--- src/hdl/fdmc_pkg.sv ---
package fdmc_pkg;

	localparam int FRAME_PIXELS = 65536;
	localparam int ADDR_W       = $clog2(FRAME_PIXELS);
	localparam int POS_W        = $clog2(FRAME_PIXELS + 1);

	localparam int TALLY_W = 17;
	localparam logic [TALLY_W-1:0] TALLY_MAX = {TALLY_W{1'b1}};

	localparam logic [7:0] THR_RESET = 8'd25;

	// gray weights, q14 fixed point
	localparam int SUM_W      = 22;
	localparam int GRAY_SHIFT = 14;
	localparam logic [SUM_W-1:0] GRAY_WB    = SUM_W'(1868);
	localparam logic [SUM_W-1:0] GRAY_WG    = SUM_W'(9617);
	localparam logic [SUM_W-1:0] GRAY_WR    = SUM_W'(4899);
	localparam logic [SUM_W-1:0] GRAY_ROUND = SUM_W'(8192);

	typedef struct packed {
		logic [7:0] red;
		logic [7:0] green;
		logic [7:0] blue;
	} pixel_t;

	// per-word control carried down the pipeline
	typedef struct packed {
		logic valid;
		logic cmp;
		logic last;
		logic emit;
		logic ovf;
	} ctl_t;

	typedef struct packed {
		logic               oversize;
		logic [TALLY_W-1:0] changed_count;
	} result_t;

endpackage

--- src/hdl/fdmc_result.sv ---
module fdmc_result (
	input  logic             clk,
	input  logic             arst_n,
	input  fdmc_pkg::ctl_t   ctl_in,
	input  logic             changed,
	output logic             stall,
	output logic             out_valid,
	input  logic             out_ready,
	output fdmc_pkg::result_t out_res
);

	logic [fdmc_pkg::TALLY_W-1:0] tally_q;
	logic [fdmc_pkg::TALLY_W-1:0] tally_next;
	fdmc_pkg::result_t out_q, skid_q, res;
	logic out_valid_q, skid_valid_q;
	logic take, new_res;

	assign stall   = skid_valid_q;
	assign take    = out_valid_q && out_ready;
	assign new_res = ctl_in.valid && ctl_in.emit;

	assign tally_next = tally_q + fdmc_pkg::TALLY_W'(ctl_in.cmp && changed &&
		(tally_q != fdmc_pkg::TALLY_MAX));
	assign res.changed_count = tally_next;
	assign res.oversize      = ctl_in.ovf;

	always_ff @(posedge clk or negedge arst_n) begin
		if (!arst_n) begin
			tally_q      <= '0;
			out_valid_q  <= 1'b0;
			skid_valid_q <= 1'b0;
			out_q        <= '0;
			skid_q       <= '0;
		end else if (skid_valid_q) begin
			// pipeline frozen until the skid word moves up
			if (take) begin
				out_q        <= skid_q;
				skid_valid_q <= 1'b0;
			end
		end else begin
			if (ctl_in.valid) begin
				tally_q <= ctl_in.last ? '0 : tally_next;
			end
			if (!out_valid_q || take) begin
				out_valid_q <= new_res;
				if (new_res) begin
					out_q <= res;
				end
			end else if (new_res) begin
				skid_valid_q <= 1'b1;
				skid_q       <= res;
			end
		end
	end

	assign out_valid = out_valid_q;
	assign out_res   = out_q;

	a_skid_behind_out: assert property (@(posedge clk) disable iff (!arst_n)
		skid_valid_q |-> out_valid_q)
		else $error("skid word held with empty output register");

	a_tally_clears: assert property (@(posedge clk) disable iff (!arst_n)
		(ctl_in.valid && ctl_in.last && !skid_valid_q) |=> (tally_q == '0))
		else $error("tally not cleared after frame end");

endmodule

--- config.mk ---
export PLATFORM = sky130hd
export DESIGN_NAME = fdmc_result
export DESIGN_NICKNAME = d
export VERILOG_FILES = /design/src/hdl/fdmc_pkg.sv /design/src/hdl/fdmc_result.sv
export SDC_FILE = /design/constraint.sdc
export NUM_CORES = 1
export LEC_CHECK = 0
export BUFFER_PORTS_ARGS = -buffer_cell sky130_fd_sc_hd__buf_2
export CAP_MARGIN = 20
export CORE_UTILIZATION = 53
export CTS_BUF_LIST = sky130_fd_sc_hd__clkbuf_4 sky130_fd_sc_hd__clkbuf_8 sky130_fd_sc_hd__clkbuf_16
export DETAILED_ROUTE_END_ITERATION = 7
export PLACE_DENSITY_LB_ADDON = 0.25
export SYNTH_ARGS = -nofsm -noshare
export SYNTH_HDL_FRONTEND = slang
export SYNTH_SLANG_ARGS = --single-unit
--- constraint.sdc ---
create_clock -name clk -period 2.3 [get_ports clk]
set_input_delay 0.46 -clock clk [delete_from_list [all_inputs] [get_ports clk]]
set_output_delay 0.46 -clock clk [all_outputs]
set_load 0.01 [all_outputs]
* Word-level counts from Yosys, hierarchy flattened
Index checks and enable logic that the tools add are counted. Widths: inputs -> output; s select.
Cells by class: add/subtract/negate cells 1, eq/ne operators 2, multiplexer cells 9, bitwise logic cells 2, reduce and logical (&&, ||, !) cells 12
Operator list (count):
- $mux 18 | 4
- $add 17x1->17 | 1
- $mux 17 | 1
- $ne 17x17->1 const B | 1
- $reduce_and 3->1 | 2
- $logic_and 1x1->1 | 4
- $mux 1 | 4
- $reduce_and 2->1 | 2
- $reduce_bool 2->1 | 2
- $ne 2x1->1 const B | 1
- $not 1->1 | 2
- $logic_not 1->1 | 1
- $logic_or 1x1->1 | 1
Storage, ports and cells: register bits 55, bits of input ports 9, output and inout bits 20, logic and storage cells 33

* Depth between registers and ports, before layout
depth in word-level cells 6, mapped depth 11, mapped depth without buffers 9

* Worst setup path after synthesis
OpenSTA, ideal clock, no wires.
path kind flip-flop to flip-flop, start point reg tally_q[13] in the netlist's numbering, end point reg out_q (netlist bit out_res[6]), library setup time 140 ps, arrival time 2303 ps, data required time 2160 ps, path slack -143 ps, cell stages (with the launch flop) 12, path buffers 2, period minus slack after synthesis 2443 ps, path through dfrtp_1 > buf_1 > nand4_1 > nor4_1 > a21oi_1 > ha_1 > ha_1 > and3_1 > clkbuf_1 > nand3_1 > xor2_1 > o221ai_1
On the way: longest elaborated chain between the ends 6
Ends and longest elaborated chain:
- start, declared | line fdmc_result.sv:12 | logic [fdmc_pkg::TALLY_W-1:0] tally_q;
- start signal, assigned | line fdmc_result.sv:42 | tally_q <= ctl_in.last ? '0 : tally_next;
- $ne 17x17->1 | line fdmc_result.sv:23 | (tally_q != fdmc_pkg::TALLY_MAX));
- $logic_and 1x1->1 | line fdmc_result.sv:22 | assign tally_next = tally_q + fdmc_pkg::TALLY_W'(ctl_in.cmp && changed &&
- $add 17x1->17 | line fdmc_result.sv:22
- $mux 18 | line fdmc_result.sv:46 | if (new_res) begin
- $mux 18 | line fdmc_result.sv:44 | if (!out_valid_q || take) begin
- $mux 18 | line fdmc_result.sv:34 | end else if (skid_valid_q) begin
- end signal, assigned | line fdmc_result.sv:37 | out_q <= skid_q;
- end signal, assigned | line fdmc_result.sv:47 | out_q <= res;
- end, declared | line fdmc_result.sv:14 | fdmc_pkg::result_t out_q, skid_q, res;
No other way between the ends. The select of a mux whose other input is x is not followed. A chain may end at the register's enable or synchronous reset.

* Final worst setup path
start point reg tally_q[7] in the netlist's numbering, end point reg out_q (netlist bit out_res[5])
The elaborated chain is that of the path after synthesis.

==> impl_summary.txt <==
----------------------------------------------------
[Die]
  Area of the die ... 5810 um2
  Core Footprint ... about 5200 um2
  Chip Height ... roughly 76 um
  Row cnt ... 26
  Die W ... 76.2 um
  I/O pin total ... 29
  Initial core utilization ... 0.561

[Clocking]
  Clock Tree Root ... sky130_fd_sc_hd__clkbuf_8
  TritonCTS clock tree ... yes
  Maximum buffer depth of the clock tree ... 2
  # clock sinks ... 55
  Number of hold buffers added after cts ... 0
  TritonCTS buffer count ... 5
  Skew-Pair Late Insertion Delay ... 0.32 ns
  Clock-pin slew on the worst setup and hold paths ... 0.10 ns
  H-tree level count ... 2

[GRT]
  Global-route track usage on met1 ... 0.358
  Met2 Track Usage GR ... 0.370
  Overall Global Routing Usage ... 0.247
  Global route total overflow ... 0
  Global routing's busiest layer ... met2
  GR Util met3 ... 0.0503
  Maximum number of pins on one net before global-route repair ... 56
  Wire length of the first global-routing pass ... between 10000 and 15000 um
  Antenna violations before repair ... 0
  Number of global-route vias before repair ... 2264

[Route]
  Detailed Route Iter0 Violations ... 154
  Vias ... 2375
  Routed wire length ... 6630 um
  # DRC ... 0
  Drt via density ... between 5 and 6
  First-pass iteration count of the detailed router ... 4
  Routed len/inst ... 15.9 um
  Remaining antenna violation count after routing ... 0

[Cells and area]
  Most frequent cells in the layout ... sky130_fd_sc_hd__dfrtp_1, sky130_fd_sc_hd__nand2_1, sky130_fd_sc_hd__buf_4
  Final Core Density ... 0.661
  Number of antenna diodes ... 0
  Fillers ... ~420
  Proportion of layout cells with a drive suffix above 1 ... 0.277
  Multi-input combinational cell area ... ~1500 um2
  Final instance area ... 3440 um2
  Growth of design area from synthesis to finish ... 17.9%
  Number of nets in the layout ... 356
  Commonest non-fill, non-tap cell in the layout ... sky130_fd_sc_hd__dfrtp_1
  Sequential cell area ... 1380 um2

[Setup path]
  Crit Path Category ... flip-flop to flip-flop
  R2R cell count ... 8
  Worst setup SP type ... flip-flop
  Worst setup EP type ... flip-flop
  Worst flop-to-flop path startpoint ... tally_q[7]$_DFFE_PN0P_
  Crit path DAT ... 2.38 ns
  Worst reg-to-reg setup slack ... 0.11 ns
  Worst reg2reg path endpoint ... out_res[5]$_DFFE_PN0P_
  Endpoint required time on the critical path ... about 2.5 ns
  Critical Path Fanout Max ... 5

[Power]
  Net switching share of the total power ... 0.357
  Share of total power in sequential cells ... 0.480
  Pwr dens ... about 700 nW/um2
  Largest vdd supply drop ... 0.000565 V
  Internal Pwr Total ... 1540 uW
  Switching power total ... 856 uW
  Leak pwr ... 0.00156 uW
  Combinational share of power ... 0.285
  Relative contribution of the clock network to total power ... 0.235

[Logic synthesis]
  Seq/Total Area, Yosys ... 0.472
  Number of unique standard cell types used by synthesis ... 47
  Synthesis-stage register bit count ... 55
  Primary flip-flop cell chosen by synthesis mapping ... sky130_fd_sc_hd__dfrtp_1
  Syn nets ... 312
  Count of yosys warnings during synthesis ... 0
  Mapped Area ... about 2900 um2
  Number of synthesized flops with an enable pin ... 0
  Post-Syn Instances ... 301
  Post-synthesis area per instance ... 9.69 um2
  Share of synthesized registers carrying an async set or reset ... 1.00

[Placement]
  Placer's final routability congestion estimate ... roughly 0.87
  Number of I/O port buffers ... 28
  Placed Instance Area ... 3270 um2
  Worst slack at placement ... -0.0422 ns
  Half-perimeter wire length after placement ... 4730 um

[Timing]
  Max-slew violations ... 0
  Max Freq ... 456 MHz
  Worst slew pin tran ... just under 0.7 ns
  Clock Skews ... 0.00701 ns
  Tightest slew margin relative to the limit ... 0.548
  Final worst slack ... around 0.11 ns
  Number of endpoints failing setup at the final stage ... 0
  Tmin final ... 2.19 ns
  Final worst-path cycle share ... 0.954
  Number of endpoints with negative hold slack in the final report ... 0

[Outcome]
  Outcome ... complete, no violations

[Hold path]
  Path class of the lowest-slack min-delay path ... primary input to asynchronous set/reset pin

[Job]
  MaxCap Viol Count ... 0

----------------------------------------------------
## state kept, by name (all words and copies together) (netlist names)
register   count
stall          1
out_valid      1
out_res       18
skid_q        18
tally_q       17
## critical path, cell delays in order, from the launching register on
cell and delay (ns):
sky130_fd_sc_hd__dfrtp_1 0.41, sky130_fd_sc_hd__nand4_4 0.13, sky130_fd_sc_hd__nor4_2 0.30, sky130_fd_sc_hd__a21oi_1 0.11, sky130_fd_sc_hd__ha_2 0.20, sky130_fd_sc_hd__and4_1 0.28, sky130_fd_sc_hd__nand2_1 0.14, sky130_fd_sc_hd__xor2_1 0.31
sky130_fd_sc_hd__o221ai_1 0.18
## power groups by stage
stage	clock (uW)	combinational [uW]	sequential, uW
final	563	683	1150
after CTS	571	679	1150
after detailed placement	0	678	1170
after global routing	611	755	1170
after global placement	0	669	1170
after floorplan	0	393	1180
## worst max path at each step
stage	start	end	slack (ns)
3_5_place_dp	tally_q[7]$_DFFE_PN0P_	out_res[6]$_DFFE_PN0P_	-0.04
2_1_floorplan	tally_q[4]$_DFFE_PN0P_	out_res[6]$_DFFE_PN0P_	0.01
5_1_grt	tally_q[4]$_DFFE_PN0P_	out_res[8]$_DFFE_PN0P_	-0.02
4_1_cts	tally_q[7]$_DFFE_PN0P_	out_res[8]$_DFFE_PN0P_	0.05
3_3_place_gp	tally_q[7]$_DFFE_PN0P_	out_res[6]$_DFFE_PN0P_	0.02
6_report	tally_q[7]$_DFFE_PN0P_	out_res[5]$_DFFE_PN0P_	0.11
## logic make-up (layout without fill, tap and decap cells)
family | after synthesis | after routing | share of synthesized area
flops | 55 | 55 | 0.472
buf+inv | 27 | 72 | 0.0446
fa+ha+maj | 2 | 2 | 0.00857
mux | 10 | 10 | 0.0360
simple gates | 119 | 119 | 0.238
xor+xnor | 15 | 15 | 0.0450
compound gates | 73 | 73 | 0.157
## routing by layer
| layer | routed length, um | vias to the layer above |
|---|---|---|
| met3 | 324 | 9 |
| met5 | 0 | - |
| li1 | - | 1175 |
| met4 | 93 | 0 |
| met1 | 3190 | 1134 |
| met2 | 3030 | 57 |
## Yosys cell counts, drive strengths merged, types with 4 or more instances
cell | n | area share
a21o | 6 | 0.015
a21oi | 8 | 0.014
a31oi | 5 | 0.011
and4 | 4 | 0.012
buf | 16 | 0.030
clkbuf | 9 | 0.012
dfrtp | 55 | 0.47
mux2 | 4 | 0.015
mux2i | 6 | 0.021
nand2 | 52 | 0.067
nand3 | 15 | 0.030
nand4 | 9 | 0.024
nor2 | 5 | 0.0064
nor4 | 9 | 0.036
o21ai | 39 | 0.069
o221ai | 4 | 0.012
o31ai | 6 | 0.017
xnor2 | 7 | 0.021
xor2 | 8 | 0.024
## stage by stage
stage | std cells | total power (uW) | setup TNS (ns) | hold WS [ns]
CTS | 414 | 2400 | 0 | 0.125
finish | 416 | 2400 | 0 | 0.109
global placement | 405 | 1830 | 0 | 0.455
floorplan | 301 | 1580 | 0 | 0.164
detailed placement | 405 | 1850 | -0.0422 | 0.461
global route | 416 | 2540 | -0.0684 | 0.136
## final cells by class
type | instances | area share
multi-input cells | 219 | 0.426
flip-flops and latches | 55 | 0.401
repair buffers | 62 | 0.119
well taps | 70 | 0.0255
clock buffers | 5 | 0.0200
clock inverters | 3 | 0.00691
inverters | 2 | 0.00218
## timing repair
action,CTS,global route
endpoints found under the setup margin,2,16
gates resized for setup,1,8
pin swaps,0,2
buffers inserted,1,2
No activity file was read; power rests on OpenSTA's default activity.
