File: config.mk
export PLATFORM = sky130hd
export DESIGN_NAME = fdmc_gray_diff
export DESIGN_NICKNAME = d
export VERILOG_FILES = /design/src/hdl/fdmc_pkg.sv /design/src/hdl/fdmc_gray_diff.sv
export SDC_FILE = /design/constraint.sdc
export NUM_CORES = 1
export LEC_CHECK = 0
export BUFFER_PORTS_ARGS = -buffer_cell sky130_fd_sc_hd__buf_2
export CAP_MARGIN = 20
export CORE_ASPECT_RATIO = 1.1
export CORE_MARGIN = 4
export CORE_UTILIZATION = 60
export DETAILED_ROUTE_END_ITERATION = 12
export HOLD_SLACK_MARGIN = 0.05
export PLACE_DENSITY = 0.79
export RECOVER_POWER = 25
export SLEW_MARGIN = 0
export SYNTH_ARGS = -nofsm -noshare
export SYNTH_HDL_FRONTEND = slang
export SYNTH_SLANG_ARGS = --single-unit
File: constraint.sdc
create_clock -name clk -period 4.6 [get_ports clk]
set_clock_uncertainty 0.2 [all_clocks]
set_input_delay 1.38 -clock clk [delete_from_list [all_inputs] [get_ports clk]]
set_output_delay 1.38 -clock clk [all_outputs]
set_load 0.01 [all_outputs]
File: src/hdl/fdmc_pkg.sv
package fdmc_pkg;

	localparam int FRAME_PIXELS = 65536;
	localparam int ADDR_W       = $clog2(FRAME_PIXELS);
	localparam int POS_W        = $clog2(FRAME_PIXELS + 1);

	localparam int TALLY_W = 17;
	localparam logic [TALLY_W-1:0] TALLY_MAX = {TALLY_W{1'b1}};

	localparam logic [7:0] THR_RESET = 8'd25;

	// gray weights, q14 fixed point
	localparam int SUM_W      = 22;
	localparam int GRAY_SHIFT = 14;
	localparam logic [SUM_W-1:0] GRAY_WB    = SUM_W'(1868);
	localparam logic [SUM_W-1:0] GRAY_WG    = SUM_W'(9617);
	localparam logic [SUM_W-1:0] GRAY_WR    = SUM_W'(4899);
	localparam logic [SUM_W-1:0] GRAY_ROUND = SUM_W'(8192);

	typedef struct packed {
		logic [7:0] red;
		logic [7:0] green;
		logic [7:0] blue;
	} pixel_t;

	// per-word control carried down the pipeline
	typedef struct packed {
		logic valid;
		logic cmp;
		logic last;
		logic emit;
		logic ovf;
	} ctl_t;

	typedef struct packed {
		logic               oversize;
		logic [TALLY_W-1:0] changed_count;
	} result_t;

endpackage

File: src/hdl/fdmc_gray_diff.sv
module fdmc_gray_diff (
	input  logic             clk,
	input  logic             arst_n,
	input  logic             en,
	input  fdmc_pkg::ctl_t   ctl_in,
	input  fdmc_pkg::pixel_t cur,
	input  fdmc_pkg::pixel_t old,
	input  logic [7:0]       thr,
	output fdmc_pkg::ctl_t   ctl_out,
	output logic             changed
);

	fdmc_pkg::ctl_t ctl_s2, ctl_s3, ctl_s4;
	logic [7:0] db_s2, dg_s2, dr_s2;
	logic [fdmc_pkg::SUM_W-1:0] pb_s3, pg_s3, pr_s3;
	logic [fdmc_pkg::SUM_W-1:0] sum;
	logic [7:0] gray;
	logic changed_s4;

	function automatic logic [7:0] abs_diff(input logic [7:0] a, input logic [7:0] b);
		abs_diff = (a > b) ? (a - b) : (b - a);
	endfunction

	assign sum  = pb_s3 + pg_s3 + pr_s3 + fdmc_pkg::GRAY_ROUND;
	assign gray = sum[fdmc_pkg::GRAY_SHIFT +: 8];

	always_ff @(posedge clk) begin
		if (en) begin
			db_s2      <= abs_diff(cur.blue, old.blue);
			dg_s2      <= abs_diff(cur.green, old.green);
			dr_s2      <= abs_diff(cur.red, old.red);
			pb_s3      <= fdmc_pkg::SUM_W'(db_s2) * fdmc_pkg::GRAY_WB;
			pg_s3      <= fdmc_pkg::SUM_W'(dg_s2) * fdmc_pkg::GRAY_WG;
			pr_s3      <= fdmc_pkg::SUM_W'(dr_s2) * fdmc_pkg::GRAY_WR;
			changed_s4 <= gray > thr;
		end
	end

	always_ff @(posedge clk or negedge arst_n) begin
		if (!arst_n) begin
			ctl_s2 <= '0;
			ctl_s3 <= '0;
			ctl_s4 <= '0;
		end else if (en) begin
			ctl_s2 <= ctl_in;
			ctl_s3 <= ctl_s2;
			ctl_s4 <= ctl_s3;
		end
	end

	assign ctl_out = ctl_s4;
	assign changed = changed_s4;

endmodule

* Word level (Yosys, flattened, before mapping)
Cells that the tools add are included.
Storage, ports and cells: input port bits 64, register bits after elaboration 100
Operators by class: muxes and demuxes 3, magnitude comparators 4, multipliers 3, $add $sub $neg 9
Operators by type and width (count):
- subtractor 8 bit | 6
- > comparator 8 bit | 4
- two-way mux 8 bit | 3
- adder 19 x 22 -> 22 bit | 1
- adder 22 x 14 -> 22 bit (second input constant) | 1
- adder 22 x 21 -> 22 bit | 1
- multiplier 8 x 14 -> 22 bit (second input constant) | 1
- multiplier 8 x 13 -> 21 bit (second input constant) | 1
- multiplier 8 x 9 -> 17 bit (second input constant) | 1

* Depth between registers and ports, before layout
Gate-level depths: netlist of run 1.
depth in word-level cells 4, depth in mapped cells 20

* Least setup slack after synthesis of run 1
OpenSTA, ideal clock, no wires.
path type register to register, start point reg dg_s2[6], end point reg pg_s3[21] (netlist name), data pin, stages on the path, launching flop included 15, period minus slack after synthesis 4.134 ns, arrival time 3.673 ns, data required time 4.139 ns, path slack 0.466 ns, path through edfxtp_1 ha_1 inv_1 fa_1 fa_1 inv_1 fa_1 ha_1 a2111oi_0 o211ai_1 nand3_1 o21ai_0 o21a_1 o21ai_0 a21oi_1
Between the ends: cells in the longest elaborated chain, start to end 1
RTL lines:
- start: declaration | line fdmc_gray_diff.sv:14 | logic [7:0] db_s2, dg_s2, dr_s2;
- start signal: assignment | line fdmc_gray_diff.sv:30 | dg_s2 <= abs_diff(cur.green, old.green);
- multiplier 8 x 14 -> 22 bit | line fdmc_gray_diff.sv:33 | pg_s3 <= fdmc_pkg::SUM_W'(dg_s2) * fdmc_pkg::GRAY_WG;
- end signal: assignment | line fdmc_gray_diff.sv:33
- end: declaration | line fdmc_gray_diff.sv:15 | logic [fdmc_pkg::SUM_W-1:0] pb_s3, pg_s3, pr_s3;
No other way between the ends. A chain may end at the register's enable or synchronous reset.

* Final worst setup path of run 1
start point reg pb_s3[8] (netlist name), end point reg changed_s4 (netlist: changed), data pin
Between the ends: cells in the longest elaborated chain, start to end 4
RTL lines:
- start: declaration | line fdmc_gray_diff.sv:15
- start signal: assignment | line fdmc_gray_diff.sv:32 | pb_s3 <= fdmc_pkg::SUM_W'(db_s2) * fdmc_pkg::GRAY_WB;
- adder 19 x 22 -> 22 bit | line fdmc_gray_diff.sv:24 | assign sum = pb_s3 + pg_s3 + pr_s3 + fdmc_pkg::GRAY_ROUND;
- adder 22 x 21 -> 22 bit | line fdmc_gray_diff.sv:24
- adder 22 x 14 -> 22 bit | line fdmc_gray_diff.sv:24
- > comparator 8 bit | line fdmc_gray_diff.sv:35 | changed_s4 <= gray > thr;
- end signal: assignment | line fdmc_gray_diff.sv:35
- end: declaration | line fdmc_gray_diff.sv:18 | logic changed_s4;
No other way between the ends.

==> summary.md, run 1 <==
| Metric | Value |
|---|---|
| Status | `finished, final reports clean` |
| Nets | `1551` |
| Setup tns final | `0 ps` |
| Reg2reg path depth | `19` |
| Num CTS Buffers | `9` |
| IO buf count | `between 60 and 70` |
| Syn nets | `1470` |
| Period utilisation layout | `a little over nine tenths` |
| Post-route minimum period | `4350 ps` |
| Multiplexer share of the synthesized area | `under 10%` |
| Async set-reset flop share out of synthesis | `15.0%` |
| Hpwl dp | `16900 µm` |
| Crit-path max FO | `3` |
| Post-synth EDFFs | `85` |
| Antenna violations before repair | `0` |
| Worst hold path depth | `1` |
| Vias | `between 7k and 8k` |
| Global-route wire length before repair | `between 30000 and 40000 µm` |
| RSZ-0062 raised after global routing | `false` |
| Largest net degree at the start of global routing | `55` |
| TritonCTS clock tree | `built` |
| Final Hold Vio Count | `0` |
| Vias per cell | `5.31` |
| Routed wire length per instance | `approximately 14 µm` |
| Syn Inst Count | `roughly 1.1k` |
| Endpoint class of the critical path | `flip-flop` |
| Routability cong. | `between 0.8 and 0.9` |
| Worst setup SP type | `flip-flop` |
| Largest family of logic cells by synthesized area | `adder cells` |
| Crit-path max cell delay | `around 520 ps` |
| CTS Sinks | `100` |
| Reg-to-Reg Start | `pb_s3[8]$_DFFE_PP_` |
| Synth Area in XOR/XNOR | `roughly 5.2%` |
| Reg area | `slightly below 3000 µm²` |
| Top-count cell post-synth | `inv_1` |
| Sequential cell area fraction in the yosys report | `a little over a quarter` |
| Hold/Removal Path Class | `flip-flop to flip-flop` |
| Mean area per synthesized cell | `10.1 µm²` |
| Clock Pin Slew Worst Setup and Hold Paths | `roughly 70 ps` |
| Antenna Cells | `0` |
| Die Ht | `around 150 µm` |
| Hold buffer count at CTS | `0` |
| RR Endpoint | `changed$_DFFE_PP_` |
| CP max stage cell | `fa_1` |
| Insertion delay to the later sink of the worst-skew pair | `360 ps` |
| Hold path start | `ctl_out[0]$_DFFE_PN0P_` |
| Adder-cell share of the synthesized area | `about two fifths` |
| Fillcell total | `about 1.4k` |
| Top cells by area, synth | `ha_1 (27%), edfxtp_1 (23%), fa_1 (12%)` |
| Maximum clock rate | `~0.23 GHz` |
| Gr usage total | `between 20% and 30%` |
| Deepest clock path buffer count | `2` |
| Critical path's top delay family | `compound AO/OA/AOI/OAI gates` |
| DRT antenna net count | `0` |
| Post-synth cell types | `51` |
| Max-slew violations | `0` |
| Area growth from synthesis to layout | `8.66%` |
| Share of cells above drive strength 1 | `a little under a tenth` |
| Initial Util | `around 62%` |
| Setup violators final | `0` |
| Die W | `about 140 µm` |
| Post-synth top area cell | `ha_1` |
| Simple-Gate Fraction of Synth Area | `~7.0%` |
| Synth Area in Compound Gates | `between 9 and 10%` |
| CTS root buf | `clkbuf_16` |
| WP data arrival | `between 4000 and 5000 ps` |
| Commonest cells in the netlist | `inv_1 (268), ha_1 (238), edfxtp_1 (85)` |
| Initial drt markers | `a little under 400` |
| Worst Path Required | `roughly 4500 ps` |
| Post-Syn Area | `between 10000 and 15000 µm²` |
| Area of the multi-input gates | `about 7200 µm²` |
| Row count | `a little over 50` |
| Syn. warnings | `0` |
| CTS H-tree depth | `3` |
| Ys flop type | `edfxtp_1` |
| Min-Delay Endpoint | `ctl_out[0]$_DFFE_PN0P_` |
| Core Area | `between 15000 and 20000 µm²` |
| Drt pass-1 iters | `4` |
| I/O Pins | `70` |
| Rel. slew slack | `under 10%` |
| Drt total wl | `roughly 20000 µm` |
| Reg2reg setup slack | `between 200 and 300 ps` |
| CP dominant cell by count | `ha_1` |
| Max Cap Violations | `0` |
| Detailed-route DRC error count | `0` |
| FF+latch count, synth | `100` |
| Top cell type's share of synthesized area | `roughly 27%` |
| Tightest Pin Transition | `around 1400 ps` |
| Die footprint | `between 20000 and 25000 µm²` |
| Setup CP Type | `flip-flop to flip-flop` |
| Vias in the first global route | `7777` |
| CP Cell Sequence | `inv_1, fa_1, inv_1, ha_1, ha_1, o21a_1, o211a_1, a221oi_1, nand2_1, a21oi_1, xnor2_1, ha_1, nor2b_1, o21a_1, o21ai_0, nand2b_1, a21oi_1, o21ai_0, o31a_1` |
| WP buf/inv | `2` |
| Global route total overflow | `0` |
worst max-delay path by stage:
stage                             from                  end  depth (start not counted)
global route        dg_s2[6]$_DFFE_PP_  pg_s3[21]$_DFFE_PP_                         14
CTS                 dg_s2[6]$_DFFE_PP_  pg_s3[21]$_DFFE_PP_                         14
global placement    dg_s2[6]$_DFFE_PP_  pg_s3[21]$_DFFE_PP_                         14
detailed placement  dg_s2[6]$_DFFE_PP_  pg_s3[21]$_DFFE_PP_                         14
floorplan           dg_s2[6]$_DFFE_PP_  pg_s3[21]$_DFFE_PP_                         14
finish              pb_s3[8]$_DFFE_PP_    changed$_DFFE_PP_                         19
per-layer routing:
metal / track usage (%) / vias to the layer above / routed length [µm]
met2: 37.5 / 112 / 10200
met5: 0 / - / 0
li1: - / 3857 / -
met3: 3.11 / 27 / 589
met1: 24.7 / 3575 / 8590
met4: 6.37 / 0 / 465
placed cells by master, fill, tap and decap left out, types with 21 or more instances in the layout:
cell / n
nor2_1: 30
ha_1: 238
buf_2: 64
nand2_1: 28
fa_1: 67
xnor2_1: 45
o21ai_0: 34
xor2_1: 21
a21oi_1: 50
edfxtp_1: 85
a21o_1: 21
inv_1: 268
cells by family (layout without fill, tap and decap cells):
kind of cell,count (synthesis),count (layout)
multiplexers,34,34
XOR/XNOR,66,66
adder cells (fa/ha/maj),305,305
AND/OR/NAND/NOR,152,152
buffers and inverters,274,360
AO/OA/AOI/OAI,170,170
flip-flops,100,100
through the flow:
step | cells | setup slack, ps | util (%) | hold slack, ps | instance area [µm²]
2_1_floorplan | 1101 | 466 | - | 275 | 11100
3_3_place_gp | 1407 | 304 | 65.6 | 284 | 11800
3_5_place_dp | 1407 | 162 | 65.6 | 290 | 11800
4_1_cts | 1423 | 153 | 67.2 | 308 | 12100
5_1_grt | 1425 | 16.2 | 67.3 | 319 | 12100
6_report | 1425 | 254 | 67.3 | 302 | 12100
registers in the layout, summed over array words and instances (netlist names):
register  flops
changed       1
pr_s3        21
ctl_s3        5
dg_s2         8
dr_s2         8
pg_s3        22
db_s2         8
ctl_out       5
ctl_s2        5
pb_s3        17
cell type report:
class	instances	area share, %
Clock inverter	7	0.560
Clock buffer	9	1.87
Tap cell	238	2.47
Inverter	268	8.33
Sequential cell	100	24.3
Timing Repair Buffer	76	3.22
Multi-Input combinational cell	727	59.3
worst register-to-register path, delay by kind of cell (launching register included):
kind,cells,cell delay [ps]
compound gates,9,1600
fa+ha+maj,4,1400
simple gates,3,370
flops,1,330
xor+xnor,1,140
buf+inv,2,100
timing repair:
action / in CTS / in global routing
gates resized for setup: 0 / 2
endpoints found under the setup margin: 0 / 3
buffers inserted: 0 / 2
Power of run 1 is left out: the tool's default activity adds up to more than one toggle a clock period on the data nets, which glitch-free logic cannot reach.
==> inputs of run 2 (changes only) <==
clock period = 5.01 ns   (was 4.6 ns; I/O delays follow)
==> run 2 against run 1 <==
The run now ends with max-capacitance violations, max-slew violations left. Via count fell by 0.28%. Fmax fell by 5.6%. Sequential share of layout area barely moved. Cell area fell by 0.18%. Worst setup slack improved by 150 ps. Wire length fell by 0.41%. First-iteration DRC count rose by 23%. Largest cell class unchanged.
==> summary.md, run 2 (same netlist as run 1, synthesis figures left out) <==
| Metric | Value |
|---|---|
| Status | `finished with violations` |
| Failing checks | `max-capacitance violations, max-slew violations` |
| Deepest clock path buffer count | `2` |
| WP buf/inv | `2` |
| Num CTS Buffers | `9` |
| Row count | `between 50 and 60` |
| RSZ-0062 raised after global routing | `false` |
| Routed wire length per instance | `roughly 14 µm` |
| Worst path depth | `14` |
| Global-route wire length before repair | `approximately 34000 µm` |
| Detailed-route DRC error count | `0` |
| Share of cells above drive strength 1 | `9.05%` |
| Area growth from synthesis to layout | `8.47%` |
| Clock Pin Slew Worst Setup and Hold Paths | `~80 ps` |
| Vias in the first global route | `roughly 7.7k` |
| Critical path's top delay family | `adder cells` |
| Vias | `about 7.6k` |
| Antenna violations before repair | `0` |
| Initial drt markers | `roughly 480` |
| Die footprint | `slightly above 20000 µm²` |
| Setup CP Type | `flip-flop to flip-flop` |
| Largest net degree at the start of global routing | `68` |
| Worst Path Required | `about 4900 ps` |
| Die Ht | `approximately 150 µm` |
| Worst setup SP type | `flip-flop` |
| Hpwl dp | `approximately 17000 µm` |
| CP Cell Sequence | `ha_1, inv_1, fa_1, fa_1, inv_1, fa_1, ha_1, a2111oi_0, o211ai_1, nand3_1, o21ai_0, o21a_1, o21ai_0, a21oi_1` |
| Setup violators final | `0` |
| Initial Util | `between 60% and 70%` |
| Drt pass-1 iters | `5` |
| CP max stage cell | `fa_1` |
| Hold/Removal Path Class | `flip-flop to flip-flop` |
| Biggest regs | `pg_s3: 22 flops, pr_s3: 21 flops, pb_s3: 17 flops` |
| Die W | `138 µm` |
| Crit-path max cell delay | `a little over 500 ps` |
| Tightest Pin Transition | `about 1700 ps` |
| Period utilisation layout | `approximately nine tenths` |
| Post-CTS sizing | `0` |
| CTS H-tree depth | `3` |
| Postcts setup bufs | `0` |
| Antenna Cells | `0` |
| Reg2reg path depth | `14` |
| I/O Pins | `70` |
| Setup tns final | `0 ps` |
| Global route total overflow | `0` |
| Endpoint class of the critical path | `flip-flop` |
| Insertion delay to the later sink of the worst-skew pair | `360 ps` |
| DRT antenna net count | `0` |
| WP data arrival | `between 4000 and 5000 ps` |
| CTS Sinks | `100` |
| CP dominant cell by count | `fa_1` |
| Post-route minimum period | `~4600 ps` |
| Most frequent cells in the layout | `inv_1 (268), ha_1 (238), edfxtp_1 (85)` |
| Core Area | `between 15000 and 20000 µm²` |
| Rel. slew slack | `-11.7%` |
| Final Hold Vio Count | `0` |
| Maximum clock rate | `about 0.22 GHz` |
| Vias per cell | `approximately 5.3` |
| Max-slew violations | `68` |
| Crit-path max FO | `6` |
| Max Cap Violations | `1` |
| IO buf count | `69` |
| Routability cong. | `between 0.8 and 0.9` |
| CTS root buf | `clkbuf_16` |
| Hold buffer count at CTS | `0` |
| TritonCTS clock tree | `built` |
| Fillcell total | `approximately 1.3k` |
| Gr usage total | `20.4%` |
| Worst hold path depth | `1` |
| Most flop-heavy register | `pg_s3` |
| Nets | `between 1.5k and 2k` |
| Commonest non-fill, non-tap cell in the layout | `inv_1` |
| Max reg flops | `22` |
| Drt total wl | `about 20000 µm` |
## run 2: cell types whose count changed in the layout (fill, tap and decap cells not counted), sizes merged
cell    previous run  this run
buf               70        67
clkbuf            15        14
clkinv             3         2
## run 2: final cells by class
cell class | count | area [µm²] | area share [%]
clock inverters | 6 | 62.6 | 0.519
inverters | 268 | 1010 | 8.35
flip-flops and latches | 100 | 2930 | 24.3
multi-input cells | 727 | 7150 | 59.3
clock buffers | 10 | 250 | 2.08
repair buffers | 71 | 357 | 2.96
well taps | 238 | 298 | 2.47
## run 2: through the flow
step	instances	worst slack (ps)	hold WS, ps	utilization [%]	instance area [µm²]
6_report	1420	409	303	67.2	12000
5_1_grt	1420	71.0	320	67.2	12000
4_1_cts	1420	513	309	67.2	12100
3_5_place_dp	1404	541	291	65.5	11700
3_3_place_gp	1404	721	282	65.5	11700
2_1_floorplan	1101	876	275	-	11100
## run 2: layer usage
metal	share of wire [%]	vias up	track usage (%)
li1	-	3852	-
met1	44	3527	25.5
met2	50	136	35.6
met3	3.0	35	2.57
met4	3.1	0	8.25
met5	0	-	0
## run 2: worst paths after layout
path                                     endpoint  slack (ps)              startpoint
hold reg to reg            ctl_out[0]$_DFFE_PN0P_         300  ctl_out[0]$_DFFE_PN0P_
min in group asynchronous   ctl_s3[0]$_DFFE_PN0P_         990                  arst_n
setup reg to reg              pg_s3[21]$_DFFE_PP_         410      dg_s2[6]$_DFFE_PP_
max in group asynchronous   ctl_s3[2]$_DFFE_PN0P_        3140                  arst_n
setup / recovery              pg_s3[21]$_DFFE_PP_         410      dg_s2[6]$_DFFE_PP_
hold / removal             ctl_out[0]$_DFFE_PN0P_         300  ctl_out[0]$_DFFE_PN0P_
## run 2: worst reg2reg max path: cells and delay by family, from the launching register on
family / cells / cell delay (ps)
and+or+nand+nor: 1 / 190
buffers and inverters: 2 / 100
adders and majority gates: 5 / 2070
DFF: 1 / 500
AOI/OAI and AO/OA: 6 / 1290
Power of run 2 is left out for the same reason.
==> inputs of run 3 (changes only) <==
REMOVE_ABC_BUFFERS = 1   (was not set)
==> run 3 against run 2 <==
The run still ends with max-capacitance violations, max-slew violations left. Flip-flop and latch count unchanged. Critical path depth unchanged. Final cell count about the same. Worst hold slack about the same. Non-clock buffer count decreased by 1. Via count increased by 0.69%. Register-to-register slack improved by 100 ps. Die area unchanged. First-iteration DRC count increased by 23%. Core utilization decreased by 0.18 points. Sequential share of layout area increased by 0.066 points. Critical path type unchanged. Critical endpoint unchanged. Highest routed layer unchanged.
==> summary.md, run 3 (same netlist as run 1, synthesis figures left out) <==
| Metric | Value |
|---|---|
| Vias in the first global route | `between 7k and 8k` |
| Vias | `7602` |
| DRT antenna net count | `0` |
| Num CTS Buffers | `9` |
| CP Cell Sequence | `ha_1, inv_1, fa_1, fa_1, inv_1, fa_1, ha_1, a2111oi_0, o211ai_1, nand3_1, o21ai_0, o21a_1, o21ai_0, a21oi_1` |
| Drt total wl | `a little over 20000 µm` |
| Final Hold Vio Count | `0` |
| Clock Pin Slew Worst Setup and Hold Paths | `70 ps` |
| Hold buffer count at CTS | `0` |
| TritonCTS clock tree | `built` |
| Nets | `approximately 1.5k` |
| Setup CP Type | `flip-flop to flip-flop` |
| Global route total overflow | `0` |
| Worst Path Required | `between 4000 and 5000 ps` |
| Insertion delay to the later sink of the worst-skew pair | `around 350 ps` |
| Worst Setup SP | `dg_s2[6]$_DFFE_PP_` |
| Status | `finished with violations` |
| Endpoint class of the critical path | `flip-flop` |
| Tightest Pin Transition | `between 2000 and 2500 ps` |
| Min-Delay Endpoint | `ctl_s2[2]$_DFFE_PN0P_` |
| Post-route minimum period | `4500 ps` |
| Hold path start | `ctl_s2[2]$_DFFE_PN0P_` |
| Share of cells above drive strength 1 | `around 8.7%` |
| I/O Pins | `70` |
| Reg-to-Reg Start | `dg_s2[6]$_DFFE_PP_` |
| Initial drt markers | `592` |
| Biggest regs | `pg_s3: 22 flops, pr_s3: 21 flops, pb_s3: 17 flops` |
| Rel. slew slack | `-65.5%` |
| Deepest clock path buffer count | `2` |
| Worst hold path depth | `1` |
| Setup violators final | `0` |
| CTS H-tree depth | `3` |
| Die Ht | `~150 µm` |
| Largest net degree at the start of global routing | `a little over 100` |
| Failing checks | `max-capacitance violations, max-slew violations` |
| Hold/Removal Path Class | `flip-flop to flip-flop` |
| CP max stage cell | `fa_1` |
| Gr usage total | `a little over a fifth` |
| Core Area | `between 15000 and 20000 µm²` |
| Initial Util | `between 60% and 70%` |
| Antenna violations before repair | `0` |
| Crit-path max FO | `6` |
| DP Worst Slack | `575 ps` |
| IO buf count | `69` |
| Post-CTS sizing | `0` |
| Row count | `51` |
| Setup tns final | `0 ps` |
| Antenna Cells | `0` |
| RR Endpoint | `pg_s3[21]$_DFFE_PP_` |
| Drt pass-1 iters | `5` |
| Reg2reg path depth | `14` |
| Max-slew violations | `about 100` |
| Die footprint | `between 20000 and 25000 µm²` |
| CP dominant cell by count | `fa_1` |
| Max reg flops | `22` |
| Routability cong. | `about 0.9` |
| WP data arrival | `roughly 4400 ps` |
| Vias per cell | `5.36` |
| Max Cap Violations | `1` |
| Fillcell total | `around 1.4k` |
| Area growth from synthesis to layout | `8.18%` |
| Period utilisation layout | `89.8%` |
| Worst setup SP type | `flip-flop` |
| Maximum clock rate | `0.222 GHz` |
| Global-route wire length before repair | `roughly 35000 µm` |
| RSZ-0062 raised after global routing | `false` |
| Worst hold slack | `303 ps` |
| Setup ws final | `~500 ps` |
| Commonest non-fill, non-tap cell in the layout | `inv_1` |
| Crit-path max cell delay | `510 ps` |
| Die W | `between 100 and 150 µm` |
| Most flop-heavy register | `pg_s3` |
| Routed wire length per instance | `14.4 µm` |
| Postcts setup bufs | `0` |
| CTS Sinks | `100` |
| Detailed-route DRC error count | `0` |
| Most frequent cells in the layout | `inv_1 (268), ha_1 (238), edfxtp_1 (85)` |
| Hpwl dp | `approximately 17000 µm` |
| Reg2reg setup slack | `around 510 ps` |
| CTS root buf | `clkbuf_16` |
==> run 3: critical path: cells and delay by family (launching register included) <==
kind                     cells  cell delay [ps]
AO/OA/AOI/OAI                6             1220
AND/OR/NAND/NOR              1              190
adder cells (fa/ha/maj)      5             2040
flip-flops                   1              500
buffers and inverters        2              100
==> run 3: layout make-up <==
class,instances,area (µm²),area share [%]
Clock buffer,13,272,2.26
Tap cell,238,298,2.48
Sequential cell,100,2930,24.4
Inverter,268,1010,8.37
Timing Repair Buffer,70,348,2.89
Clock inverter,3,17.5,0.146
Multi-Input combinational cell,727,7150,59.5
==> run 3: worst max-delay path by stage <==
stage | end | slack, ps
final | pg_s3[21]$_DFFE_PP_ | 510
after global routing | pg_s3[21]$_DFFE_PP_ | 240
after CTS | pg_s3[21]$_DFFE_PP_ | 560
after detailed placement | pg_s3[21]$_DFFE_PP_ | 580
after global placement | pg_s3[21]$_DFFE_PP_ | 720
after floorplan | pg_s3[21]$_DFFE_PP_ | 880
==> run 3: per-layer routing <==
layer / global-route usage, % / part of all wire (%) / vias up
met2: 39.1 / 52 / 129
li1: - / - / 3850
met4: 5.73 / 2.1 / 0
met5: 0 / 0 / -
met1: 25.9 / 42 / 3596
met3: 2.81 / 3.1 / 27
==> run 3: through the flow <==
stage	instances	area [µm²]	utilization, %
3_3_place_gp	1403	11700	65.5
4_1_cts	1419	12000	67.1
3_5_place_dp	1403	11700	65.5
5_1_grt	1419	12000	67.0
2_1_floorplan	1095	11100	-
6_report	1419	12000	67.0
Power of run 3 is left out for the same reason.
